**src/rtl/rar_pkg.sv**
```systemverilog
// Shared types, codes and constants for the rational arithmetic reducer.
package rar_pkg;

    localparam int OPERAND_WIDTH_DEF = 32;
    localparam int FIELD_W           = 32;
    localparam int RES_W             = 64;
    localparam int CNT_W             = $clog2(RES_W);

    localparam logic [2:0] ACT_ADD  = 3'd0;
    localparam logic [2:0] ACT_SUB  = 3'd1;
    localparam logic [2:0] ACT_MUL  = 3'd2;
    localparam logic [2:0] ACT_DIV  = 3'd3;
    localparam logic [2:0] ACT_PASS = 3'd4;

    typedef enum logic [3:0] {
        ST_IDLE,
        ST_MUL_A,
        ST_MUL_B,
        ST_MUL_C,
        ST_FORM,
        ST_CHECK,
        ST_STRIP,
        ST_GCD,
        ST_DIV_N,
        ST_DIV_D,
        ST_SIGN
    } state_t;

    typedef struct packed {
        logic [2:0]                action;
        logic signed [FIELD_W-1:0] a_num;
        logic signed [FIELD_W-1:0] a_den;
        logic signed [FIELD_W-1:0] b_num;
        logic signed [FIELD_W-1:0] b_den;
        logic                      simplify;
    } item_t;

    typedef struct packed {
        logic signed [RES_W-1:0] res_num;
        logic signed [RES_W-1:0] res_den;
        logic                    zero_den_error;
    } result_t;

endpackage

```
**src/rtl/rar_mul.sv**
```systemverilog
// Registered signed operand multiplier shared by all cross products.
module rar_mul #(
    parameter int OPERAND_WIDTH = rar_pkg::OPERAND_WIDTH_DEF
) (
    input  logic                              clk,
    input  logic signed [OPERAND_WIDTH-1:0]   a,
    input  logic signed [OPERAND_WIDTH-1:0]   b,
    output logic signed [2*OPERAND_WIDTH-1:0] p
);

    logic signed [2*OPERAND_WIDTH-1:0] p_reg;

    always_ff @(posedge clk)
    begin
        p_reg <= a * b;
    end

    assign p = p_reg;

endmodule

```
**config.mk**
```make
export PLATFORM = sky130hd
export DESIGN_NAME = rar_mul
export DESIGN_NICKNAME = d
export VERILOG_FILES = /design/src/rtl/rar_pkg.sv /design/src/rtl/rar_mul.sv
export SDC_FILE = /design/constraint.sdc
export NUM_CORES = 2
export LEC_CHECK = 0
export BUFFER_PORTS_ARGS = -buffer_cell sky130_fd_sc_hd__buf_4
export CORE_MARGIN = 5
export CORE_UTILIZATION = 55
export DETAILED_ROUTE_END_ITERATION = 6
export PLACE_DENSITY = 0.72
export SLEW_MARGIN = 20
export SYNTH_ARGS = -nofsm -noshare
export SYNTH_HDL_FRONTEND = slang
export SYNTH_SLANG_ARGS = --single-unit
export TNS_END_PERCENT = 50
```
**constraint.sdc**
```tcl
create_clock -name clk -period 12.3 [get_ports clk]
set_input_delay 3.075 -clock clk [delete_from_list [all_inputs] [get_ports clk]]
set_output_delay 3.075 -clock clk [all_outputs]
set_load 0.05 [all_outputs]
```
==> metrics.md <==
| Metric | Value |
|---|---|
| Run status | `finished, final reports clean` |
| GRT overflow | `0` |
| Clk sinks | `64` |
| Mapped Nets | `roughly 5200` |
| CTS resizes | `0` |
| Cell area after synthesis | `between 0.03 and 0.04 mm^2` |
| Synthesis-stage register bit count | `64` |
| Max reg flops | `64` |
| Pin count of the biggest net entering global routing | `33` |
| Data required, critical path | `12620 ps` |
| Multi-input gate area | `0.0316 mm^2` |
| Crit start category | `primary input` |
| Final Setup Violations | `0` |
| Tcrit/Tclk final | `0.889` |
| Mapped Cells | `3884` |
| Slew @ Worst Pin | `just over 900 ps` |
| Clock Tree Root | `clkbuf_16` |
| CTS max path bufs | `2` |
| Initial antenna violation count | `5` |
| Final min period | `10930 ps` |
| Post-DP HPWL | `roughly 77000 um` |
| Gr usage total | `0.287` |
| Area contributors post-synth | `fa_1, inv_1, and2_1` |
| Fillcell total | `between 5000 and 6000` |
| Area delta synth->final | `4.46%` |
| First-pass GRT wire length | `162000 um` |
| Share of cells above drive strength 1 | `0.0451` |
| Syn avg cell area | `~9.6 um^2` |
| Max cap viols | `0` |
| Antenna-violating nets left | `0` |
| Clock transition at the registers of the reported paths | `around 60 ps` |
| Final Slew Violations | `0` |
| DRC Markers | `0` |
| Number of global-route vias before repair | `between 20000 and 30000` |
| Hold Path Depth | `2` |
| Prevailing post-synth register cell | `dfxtp_1` |
| DRT iter0 DRCs | `about 1600` |
| WS Path Type | `primary input to flip-flop` |
| IO Pins | `~130` |
| Full die area | `~0.073 mm^2` |
| RSZ-0062 raised after global routing | `false` |
| Via count | `around 26000` |
| Htree depth | `3` |
| Hold Fails Final Rpt | `0` |
| Hold_sp | `a[0]` |
| Hold_buf cts | `0` |
| Post-synth top area share | `0.582` |
| RePlAce Congestion | `approximately 0.9` |
| Post-synth EDFFs | `0` |
| Die height | `around 270 um` |
| Setup TNS Final | `0 ps` |
| Core Region | `0.0672 mm^2` |
| Worst slew margin | `0.381` |
| Sequential cell area | `between 0.001 and 0.0015 mm^2` |
| Post-synthesis sequential area ratio | `0.0344` |
| Drt total wl | `99800 um` |
| Critical path peak fanout | `32` |
| IO Port Bufs | `128` |
| Achievable Freq | `~90 MHz` |
| Avg WL per Cell | `between 20 and 25 um` |
| Cell Rows | `between 90 and 100` |
| Synth cell types | `63` |
| Initial Utilization | `0.555` |
| Met3 layer usage reported by global route | `0.0592` |
| TritonCTS clock tree | `done` |
| Critical path capture point type | `flip-flop` |
| Hold Crit Class | `primary input to flip-flop` |
| Postcts setup bufs | `0` |
| Most used routing layer | `met2` |
| CTS Buf Count | `9` |
| Via density | `between 5 and 6` |
| Met2 usage | `0.479` |
| Critical Path AT | `between 10000 and 15000 ps` |
| Pre-antenna DRT Iters | `5` |
| Largest area contributor in the netlist | `fa_1` |
| Synthesis Warnings | `0` |
| Die width | `270 um` |
| Post-synthesis async set-or-reset flop share | `0` |
| Met1 Usage GRT | `0.371` |
| NumNets Final | `between 5000 and 6000` |
| Min-Delay Endpoint | `p[0]$_DFF_P_` |
[worst max-delay path by stage]
stage,from,to,slack (ps),cells past startpoint
after floorplan,b[2],p[62]$_DFF_P_,1960,24
after global placement,b[5],p[63]$_DFF_P_,1050,26
after detailed placement,a[31],p[62]$_DFF_P_,950,27
after CTS,a[31],p[62]$_DFF_P_,1360,27
after global routing,a[31],p[62]$_DFF_P_,910,27
final,a[31],p[62]$_DFF_P_,1370,27
[cells in the final DEF, fill, tap and decap left out, types with 15 or more instances in the layout]
master and count:
xnor2_1 53, inv_1 952, fa_1 1082, nand3_1 15
nor2_1 42, o21bai_1 15, buf_4 136, a21oi_1 68
a21o_1 23, dfxtp_1 64, nand2_1 511, o21ai_0 28
xor2_1 22, and2_1 516, ha_1 184
[synthesized netlist by cell type (7+ instances only)]
library cell,number
inv_1,952
xor2_1,22
a31oi_1,12
o21bai_1,15
nand3_1,15
nand2_1,511
and3_1,7
nand2b_1,9
a21o_1,23
clkbuf_1,195
and2_1,516
xnor2_1,53
o21ai_0,28
nand4_1,7
fa_1,1082
nor2_1,42
a21oi_1,68
ha_1,184
dfxtp_1,64
[worst max-delay path, cell delays in order]
cell and delay (ps):
buf_4 330, nand2_1 200, inv_1 140, fa_1 400
inv_1 300, fa_1 470, inv_1 230, fa_1 500
fa_1 860, inv_1 410, fa_1 600, inv_1 60
fa_1 530, inv_1 50, fa_1 480, inv_1 50
fa_1 460, ha_1 390, and3_1 210, nand2_1 70
or3_1 370, o22a_1 190, o211ai_1 100, buf_4 180
a31oi_1 140, o31ai_1 260, xor2_1 170
[cells by family after synthesis]
logic type	share of synthesized area
adders and majority gates	0.643
buffers and inverters	0.116
and+or+nand+nor	0.154
AOI/OAI and AO/OA	0.0346
xor gates and xnor gates	0.0176
DFF	0.0344
[layout make-up]
class / count / share of cell area
Antenna cell: 3 / 0.000193
Clock buffer: 11 / 0.00650
Clock inverter: 3 / 0.00109
Inverter: 952 / 0.0919
Multi-Input combinational cell: 2668 / 0.813
Sequential cell: 64 / 0.0329
Tap cell: 873 / 0.0281
Timing Repair Buffer: 136 / 0.0262
[through the flow]
step | util | hold slack, ps | setup slack, ps | area, um^2 | std cells
global route | 0.579 | 3200 | 908 | 38900 | 4707
CTS | 0.579 | 3170 | 1360 | 38900 | 4707
finish | 0.579 | 3200 | 1370 | 38900 | 4710
floorplan | - | 3200 | 1960 | 37200 | 3884
detailed placement | 0.575 | 3530 | 955 | 38600 | 4693
global placement | 0.575 | 3530 | 1050 | 38600 | 4693
[layer usage]
layer,routed length [um],part of all wire,vias to the layer above
met5,47,0.00047,-
met3,8050,0.081,272
met2,48900,0.49,1149
li1,-,-,10900
met1,38100,0.38,13700
met4,4640,0.046,6
Power is left out: the tool's default activity adds up to more than one toggle a clock period on the data nets, which glitch-free logic cannot reach.
